File: src/hdl/ws_pkg.sv
// ----------------------------------------------------------------------------
// ws_pkg
// Shared types and constants for the LED strip frame serializer.
// ----------------------------------------------------------------------------
package ws_pkg;

  localparam int LED_COUNT = 64;
  localparam int LED_AW    = (LED_COUNT > 1) ? $clog2(LED_COUNT) : 1;
  localparam int POS_W     = $clog2(LED_COUNT + 1);
  localparam int PIX_W     = 24;
  localparam int BIT_W     = 5;
  localparam logic [BIT_W-1:0] TOP_BIT = 5'd23;

  localparam int IN_TDATA_W  = 40;
  localparam int OUT_TDATA_W = 16;
  localparam int CFG_IDX_W   = 2;
  localparam int CFG_DATA_W  = 16;

  localparam logic [15:0] HIGH_DUTY_RST   = 16'd79;
  localparam logic [15:0] LOW_DUTY_RST    = 16'd39;
  localparam logic [7:0]  RESET_SLOTS_RST = 8'd50;

  typedef enum logic [1:0] {
    OP_SET_PIXEL = 2'd0,
    OP_CLEAR     = 2'd1,
    OP_SHOW      = 2'd2,
    OP_TICK      = 2'd3
  } op_t;

  typedef enum logic [1:0] {
    CFG_HIGH_DUTY   = 2'd0,
    CFG_LOW_DUTY    = 2'd1,
    CFG_RESET_SLOTS = 2'd2
  } cfg_idx_t;

  typedef enum logic [1:0] {
    ST_IDLE,
    ST_COPY,
    ST_DRAIN,
    ST_EMIT
  } state_t;

endpackage

File: src/hdl/ws2812_frame_serializer_unit.sv
// A sending tick enters ST_EMIT, which loads the output register and raises out_tvalid.
// Throughput: set_pixel, clear and idle ticks every cycle while in ST_IDLE; a sending
//   tick holds input off in ST_EMIT until its slot, read into frame_q_r, is emitted.
// show holds in_tready low in ST_COPY and ST_DRAIN while the pixel memory is copied.
// Reset (rst_n low, synchronous) clears the pixel valid bits, the frame counters,
//   the output valid flag and restores the default duty/slot registers.
// ----------------------------------------------------------------------------
// ws2812_frame_serializer_unit
// Pixel store plus frame snapshot, serialized into one PWM duty per bit slot.
// ----------------------------------------------------------------------------
module ws2812_frame_serializer_unit (
  input  logic                              clk,
  input  logic                              rst_n,
  // in_tdata: pixel_index[9:0], red[17:10], green[25:18], blue[33:26], zero pad
  input  logic                              in_tvalid,
  output logic                              in_tready,
  input  logic [ws_pkg::IN_TDATA_W-1:0]     in_tdata,
  // in_tuser: operation[1:0]
  input  logic [1:0]                        in_tuser,
  // out_tdata: duty[15:0]
  output logic                              out_tvalid,
  input  logic                              out_tready,
  output logic [ws_pkg::OUT_TDATA_W-1:0]    out_tdata,
  output logic                              out_tlast,
  input  logic                              cfg_valid,
  output logic                              cfg_ready,
  input  logic [ws_pkg::CFG_IDX_W-1:0]      cfg_index,
  input  logic [ws_pkg::CFG_DATA_W-1:0]     cfg_data
);
  import ws_pkg::*;

  logic [PIX_W-1:0] pix_mem   [LED_COUNT];
  logic [PIX_W-1:0] frame_mem [LED_COUNT];

  state_t state_r, state_nxt;

  logic [LED_COUNT-1:0] pix_vld_r;
  logic [15:0]          high_duty_r, low_duty_r;
  logic [7:0]           reset_slots_r;

  logic                 sending_r;
  logic [POS_W-1:0]     pix_pos_r;
  logic [BIT_W-1:0]     bit_pos_r;
  logic [7:0]           rst_pos_r;

  logic [LED_AW-1:0]    cp_cnt_r;
  logic                 cp_wr_en_r;
  logic [LED_AW-1:0]    cp_wr_addr_r;
  logic [PIX_W-1:0]     pix_q_r;
  logic                 pix_q_vld_r;
  logic [PIX_W-1:0]     frame_q_r;

  logic                 out_valid_r;
  logic [15:0]          out_duty_r;
  logic                 out_last_r;

  logic                 in_acc;
  op_t                  op;
  logic [9:0]           idx;
  logic [PIX_W-1:0]     wr_word;
  logic                 pix_rd_en;
  logic                 emit_go;
  logic                 in_pixels;
  logic                 cur_bit;
  logic                 emit_last;
  logic [15:0]          emit_duty;

  assign op      = op_t'(in_tuser);
  assign idx     = in_tdata[9:0];
  assign wr_word = {in_tdata[25:18], in_tdata[17:10], in_tdata[33:26]};
  assign in_acc  = in_tvalid && in_tready;
  assign cfg_ready = 1'b1;

  // next state
  always_comb begin
    state_nxt = state_r;
    case (state_r)
      ST_IDLE: begin
        if (in_acc && op == OP_SHOW) begin
          state_nxt = ST_COPY;
        end else if (in_acc && op == OP_TICK && sending_r) begin
          state_nxt = ST_EMIT;
        end
      end
      ST_COPY: begin
        if (cp_cnt_r == LED_AW'(LED_COUNT - 1)) state_nxt = ST_DRAIN;
      end
      ST_DRAIN: state_nxt = ST_IDLE;
      ST_EMIT: begin
        if (!out_valid_r || out_tready) state_nxt = ST_IDLE;
      end
      default: state_nxt = ST_IDLE;
    endcase
  end

  // FSM outputs
  always_comb begin
    in_tready = 1'b0;
    pix_rd_en = 1'b0;
    emit_go   = 1'b0;
    case (state_r)
      ST_IDLE:  in_tready = 1'b1;
      ST_COPY:  pix_rd_en = 1'b1;
      ST_DRAIN: ;
      ST_EMIT:  emit_go   = !out_valid_r || out_tready;
      default:  ;
    endcase
  end

  // slot value
  assign in_pixels = pix_pos_r < POS_W'(LED_COUNT);
  assign cur_bit   = frame_q_r[bit_pos_r];
  always_comb begin
    if (in_pixels) begin
      emit_duty = cur_bit ? high_duty_r : low_duty_r;
      emit_last = (bit_pos_r == '0) && (pix_pos_r == POS_W'(LED_COUNT - 1))
                  && (reset_slots_r == '0);
    end else begin
      emit_duty = '0;
      emit_last = ({1'b0, rst_pos_r} + 9'd1) >= {1'b0, reset_slots_r};
    end
  end

  always_ff @(posedge clk) begin
    if (!rst_n) begin
      state_r <= ST_IDLE;
    end else begin
      state_r <= state_nxt;
    end
  end

  // config registers
  always_ff @(posedge clk) begin
    if (!rst_n) begin
      high_duty_r   <= HIGH_DUTY_RST;
      low_duty_r    <= LOW_DUTY_RST;
      reset_slots_r <= RESET_SLOTS_RST;
    end else if (cfg_valid && cfg_ready) begin
      case (cfg_idx_t'(cfg_index))
        CFG_HIGH_DUTY:   high_duty_r   <= cfg_data;
        CFG_LOW_DUTY:    low_duty_r    <= cfg_data;
        CFG_RESET_SLOTS: reset_slots_r <= cfg_data[7:0];
        default:         ;
      endcase
    end
  end

  // pixel memory; a clear drops every valid bit, unwritten entries read as zero
  always_ff @(posedge clk) begin
    if (in_acc && op == OP_SET_PIXEL && idx < 10'(LED_COUNT)) begin
      pix_mem[idx[LED_AW-1:0]] <= wr_word;
    end
    if (pix_rd_en) begin
      pix_q_r     <= pix_mem[cp_cnt_r];
      pix_q_vld_r <= pix_vld_r[cp_cnt_r];
    end
  end

  always_ff @(posedge clk) begin
    if (!rst_n) begin
      pix_vld_r <= '0;
    end else if (in_acc && op == OP_CLEAR) begin
      pix_vld_r <= '0;
    end else if (in_acc && op == OP_SET_PIXEL && idx < 10'(LED_COUNT)) begin
      pix_vld_r[idx[LED_AW-1:0]] <= 1'b1;
    end
  end

  // snapshot copy: read at cp_cnt_r, write in the following cycle
  always_ff @(posedge clk) begin
    if (!rst_n) begin
      cp_cnt_r   <= '0;
      cp_wr_en_r <= 1'b0;
    end else begin
      cp_wr_en_r <= pix_rd_en;
      if (pix_rd_en) begin
        cp_wr_addr_r <= cp_cnt_r;
        cp_cnt_r     <= (state_nxt == ST_COPY) ? cp_cnt_r + 1'b1 : '0;
      end
    end
  end

  always_ff @(posedge clk) begin
    if (cp_wr_en_r) begin
      frame_mem[cp_wr_addr_r] <= pix_q_vld_r ? pix_q_r : '0;
    end
    if (in_acc && op == OP_TICK && sending_r && in_pixels) begin
      frame_q_r <= frame_mem[pix_pos_r[LED_AW-1:0]];
    end
  end

  // frame position
  always_ff @(posedge clk) begin
    if (!rst_n) begin
      sending_r <= 1'b0;
      pix_pos_r <= '0;
      bit_pos_r <= TOP_BIT;
      rst_pos_r <= '0;
    end else if (in_acc && op == OP_SHOW) begin
      sending_r <= 1'b1;
      pix_pos_r <= '0;
      bit_pos_r <= TOP_BIT;
      rst_pos_r <= '0;
    end else if (emit_go) begin
      if (emit_last) sending_r <= 1'b0;
      if (in_pixels) begin
        if (bit_pos_r == '0) begin
          bit_pos_r <= TOP_BIT;
          pix_pos_r <= pix_pos_r + 1'b1;
        end else begin
          bit_pos_r <= bit_pos_r - 1'b1;
        end
      end else begin
        rst_pos_r <= rst_pos_r + 1'b1;
      end
    end
  end

  // output register
  always_ff @(posedge clk) begin
    if (!rst_n) begin
      out_valid_r <= 1'b0;
    end else if (emit_go) begin
      out_valid_r <= 1'b1;
    end else if (out_tready) begin
      out_valid_r <= 1'b0;
    end
  end

  always_ff @(posedge clk) begin
    if (emit_go) begin
      out_duty_r <= emit_duty;
      out_last_r <= emit_last;
    end
  end

  assign out_tvalid = out_valid_r;
  assign out_tdata  = out_duty_r;
  assign out_tlast  = out_last_r;

endmodule

File: config.mk
export PLATFORM = sky130hd
export DESIGN_NAME = ws2812_frame_serializer_unit
export DESIGN_NICKNAME = d
export VERILOG_FILES = /design/src/hdl/ws_pkg.sv /design/src/hdl/ws2812_frame_serializer_unit.sv
export SDC_FILE = /design/constraint.sdc
export NUM_CORES = 2
export LEC_CHECK = 0
export BUFFER_PORTS_ARGS = -buffer_cell sky130_fd_sc_hd__buf_2
export CORE_AREA = 2 2 565 567
export DETAILED_ROUTE_END_ITERATION = 12
export DIE_AREA = 0 0 567 569
export SETUP_SLACK_MARGIN = 0.05
export SYNTH_ARGS = -nofsm -noshare
export SYNTH_HDL_FRONTEND = slang
export SYNTH_SLANG_ARGS = --single-unit
File: constraint.sdc
create_clock -name clk -period 3.5 [get_ports clk]
set_input_delay 0.7 -clock clk [delete_from_list [all_inputs] [get_ports clk]]
set_output_delay 0.7 -clock clk [all_outputs]
set_load 0.05 [all_outputs]
==> results.toml <==
[placement]
dp_cells = 10400
gp_congestion = 0.838
dp_hpwl_um = 195000
port_buffers = 77
dpl-instance-area_sq_um = 135000

[routing]
avgViaCountPerCell = 5.77
wire_per_inst_um = 29.5
first_pass_iters = 6
postRouteAntennaNets = 0
wirelength_met1_um = 134000
top_layer = "met5"
vias = 63500
initialDrtViolationCount = 7100
route.met3.wl_um = 24000
wirelength_um = 324000
met2_length_um = 156000
drc = 0

[final_layout]
final_util_pct = 45.8
fin_cells = 11000
area_growth_pct = 15.2
fillers = 26300
final_nets = 6649
fin_area_sq_um = 145000
drive_gt1_share_pct = 27.7

[worst_setup_path]
slowest_delay_ns = 0.88
arrival_ns = 3.90
crit_slowest_cell = "dfxtp_4"
required_ns = 4.13
path_class = "reg2reg"
startpoint_type = "register"
worst_path_most_repeated_cell = "buf_4"
cp_max_fo = 38
cp_cell_sequence = "buf_4 > mux4_2 > a22o_1 > a2111oi_0 > buf_4 > a211oi_1 > a31o_1"
cp-end-kind = "register"

[global_routing]
antenna_found_initial = 23
grt_first_pass_wirelength_um = 463000
grt_max_degree = 65
gr-total-overflow = 0
grt_pass1_vias = 63600
grt_use_total_pct = 19.8

[timing]
final.setup_skew_ns = 0.0454
fin_crit_sh_pct = 93.4
fmax_mhz = 306
timing.final.setup_violations = 0
worstMarginPinSlew_ns = 1.31
slew_viol_final = 0
grt_setup_unrepaired = "false"
hold_violations = 0
fin_crit_ns = 3.27
slew_headroom_pct = 12.3
final.setup.tns_ns = 0

[pwr]
ir_drop_v = 0.000434
p_per_area_nw_per_um2 = 537
p_leak_nw = 44.5

[cts]
clk_path_buf_depth = 4
root_buffer = "clkbuf_16"
cts.htree.levels = 5
post_cts_buffers = 0
cts_tree = "built"
ctsHoldBuffers = 0
cts.repair.resized = 0
cts.sink_count = 3279
clk_pin_slew_ns = 0.06
numCtsBuffers = 322
clock_latency_ns = 0.89

[synth]
yosys_warnings = 0
synth_top_area_share_pct = 75.0
synthCells = 6054
synth_top_cells_by_area = "edfxtp_1, mux4_2, dfxtp_1, mux2i_1, a22oi_1"
synthFlopType = "edfxtp_1"
synth_top_area_cell = "edfxtp_1"
synth-edff-count = 3144
async_flop_share_pct = 0
yosysMostFrequentCell = "edfxtp_1"
synthDistinctLibCells = 68
synth_fp_nets = 6131
ys_seq_elements = 3279
netlist_top_cells_count = "edfxtp_1, mux4_2, mux2i_1, nor2_1, nand2_1"
syn_avg_cell_area_sq_um = 20.8
synth_area_sq_um = 126000
yosysSeqAreaShare_pct = 77.1

[floorplan]
die_w_um = 567
fp-row-count = 207
start_util_pct = 39.8
die_area_sq_um = 323000
die_h_um = 569
io_pins = 85
coreArea_sq_um = 317000

[job]
cap_violations = 0

[outcome]
status = "completed"

[hold_path]
hp-class = "in2reg"
## metrics by stage
step	hold slack [ns]	total power [W]	setup WS (ns)
final	0.0769	0.0779	0.233
after global routing	0.0485	0.0801	0.142
after CTS	0.0170	0.0785	0.104
after detailed placement	0.445	0.0456	-0.257
after global placement	0.438	0.0455	-0.329
after floorplan	0.406	0.0447	0.270
## per-layer routing
layer  GRT usage, %  vias to the layer above
met5              0                        -
met4           6.18                        6
met3           3.08                      483
met2           31.9                     2537
met1           27.9                    34100
li1               -                    26400
## state kept, by name, summed over array words and instances (netlist names)
register and count:
low_duty_r 16, state_r 2, high_duty_r 16, out_tdata 16, cp_wr_en_r 1, pix_q_vld_r 1, sending_r 1, pix_vld_r 64
out_tlast 1, pix_mem 1536, frame_mem 1536, pix_q_r 24, cp_cnt_r 6, pix_pos_r 7, bit_pos_r 5, reset_slots_r 8
frame_q_r 24, rst_pos_r 8, cp_wr_addr_r 6, out_tvalid 1
## final cells by class
cell class | count | area (sq um) | area share (%)
Sequential cell | 3279 | 97100 | 66.9
Clock inverter | 157 | 1270 | 0.876
Antenna cell | 8 | 20.0 | 0.0138
Clock buffer | 421 | 8690 | 5.99
Timing Repair Buffer | 547 | 5350 | 3.69
Tap cell | 4180 | 5230 | 3.60
Multi-Input combinational cell | 2407 | 27300 | 18.8
Inverter | 15 | 56.3 | 0.0388
## power breakdown
part | internal, W | leakage (nW) | switching, W
clock network | 0.0188 | 4.86 | 0.0144
registers | 0.0429 | 29.6 | 0.0000312
logic | 0.000629 | 10.1 | 0.00120
total | 0.0623 | 44.5 | 0.0157
## kinds of logic after synthesis
kind of cell,after synthesis,share of synthesized area [%]
other cells,1,0.00298
mux,945,14.4
compound gates,770,4.28
buf+inv,368,1.48
flops,3279,77.1
fa+ha+maj,12,0.119
xor+xnor,23,0.160
simple gates,656,2.47
## placed cells by master, fill, tap and decap left out, types with 38 or more instances in the layout
| cell type | n |
|---|---|
| a211oi_1 | 52 |
| a21oi_1 | 143 |
| a22o_1 | 61 |
| a22oi_1 | 151 |
| buf_12 | 115 |
| buf_2 | 77 |
| buf_4 | 355 |
| clkbuf_1 | 82 |
| clkbuf_16 | 330 |
| clkinv_1 | 72 |
| clkinv_2 | 43 |
| dfxtp_1 | 124 |
| edfxtp_1 | 3144 |
| mux2_2 | 38 |
| mux2i_1 | 221 |
| mux4_2 | 686 |
| nand2_1 | 178 |
| nor2_1 | 86 |
| nor2_2 | 133 |
| nor2b_1 | 71 |
| o21a_1 | 65 |
| o21ai_0 | 40 |
| o21ai_1 | 50 |
| o221ai_1 | 60 |
| o22ai_1 | 44 |
## worst paths after layout
path                                       from              end  slack, ns  depth (start not counted)
worst max-delay path               pix_pos_r[2]    frame_q_r[14]       0.23                          7
worst min-delay path               cfg_data[14]   low_duty_r[14]       0.08                          3
worst max register to register     pix_pos_r[2]    frame_q_r[14]       0.23                          7
worst min register to register  high_duty_r[10]  high_duty_r[10]       0.45                          2
## critical path: cells and delay by family (launching register included)
family | cells | cell delay, ns
AO/OA/AOI/OAI | 4 | 1.14
buffers and inverters | 2 | 0.62
flip-flops | 1 | 0.88
multiplexers | 1 | 0.36
(Power assumes the default switching activity.)
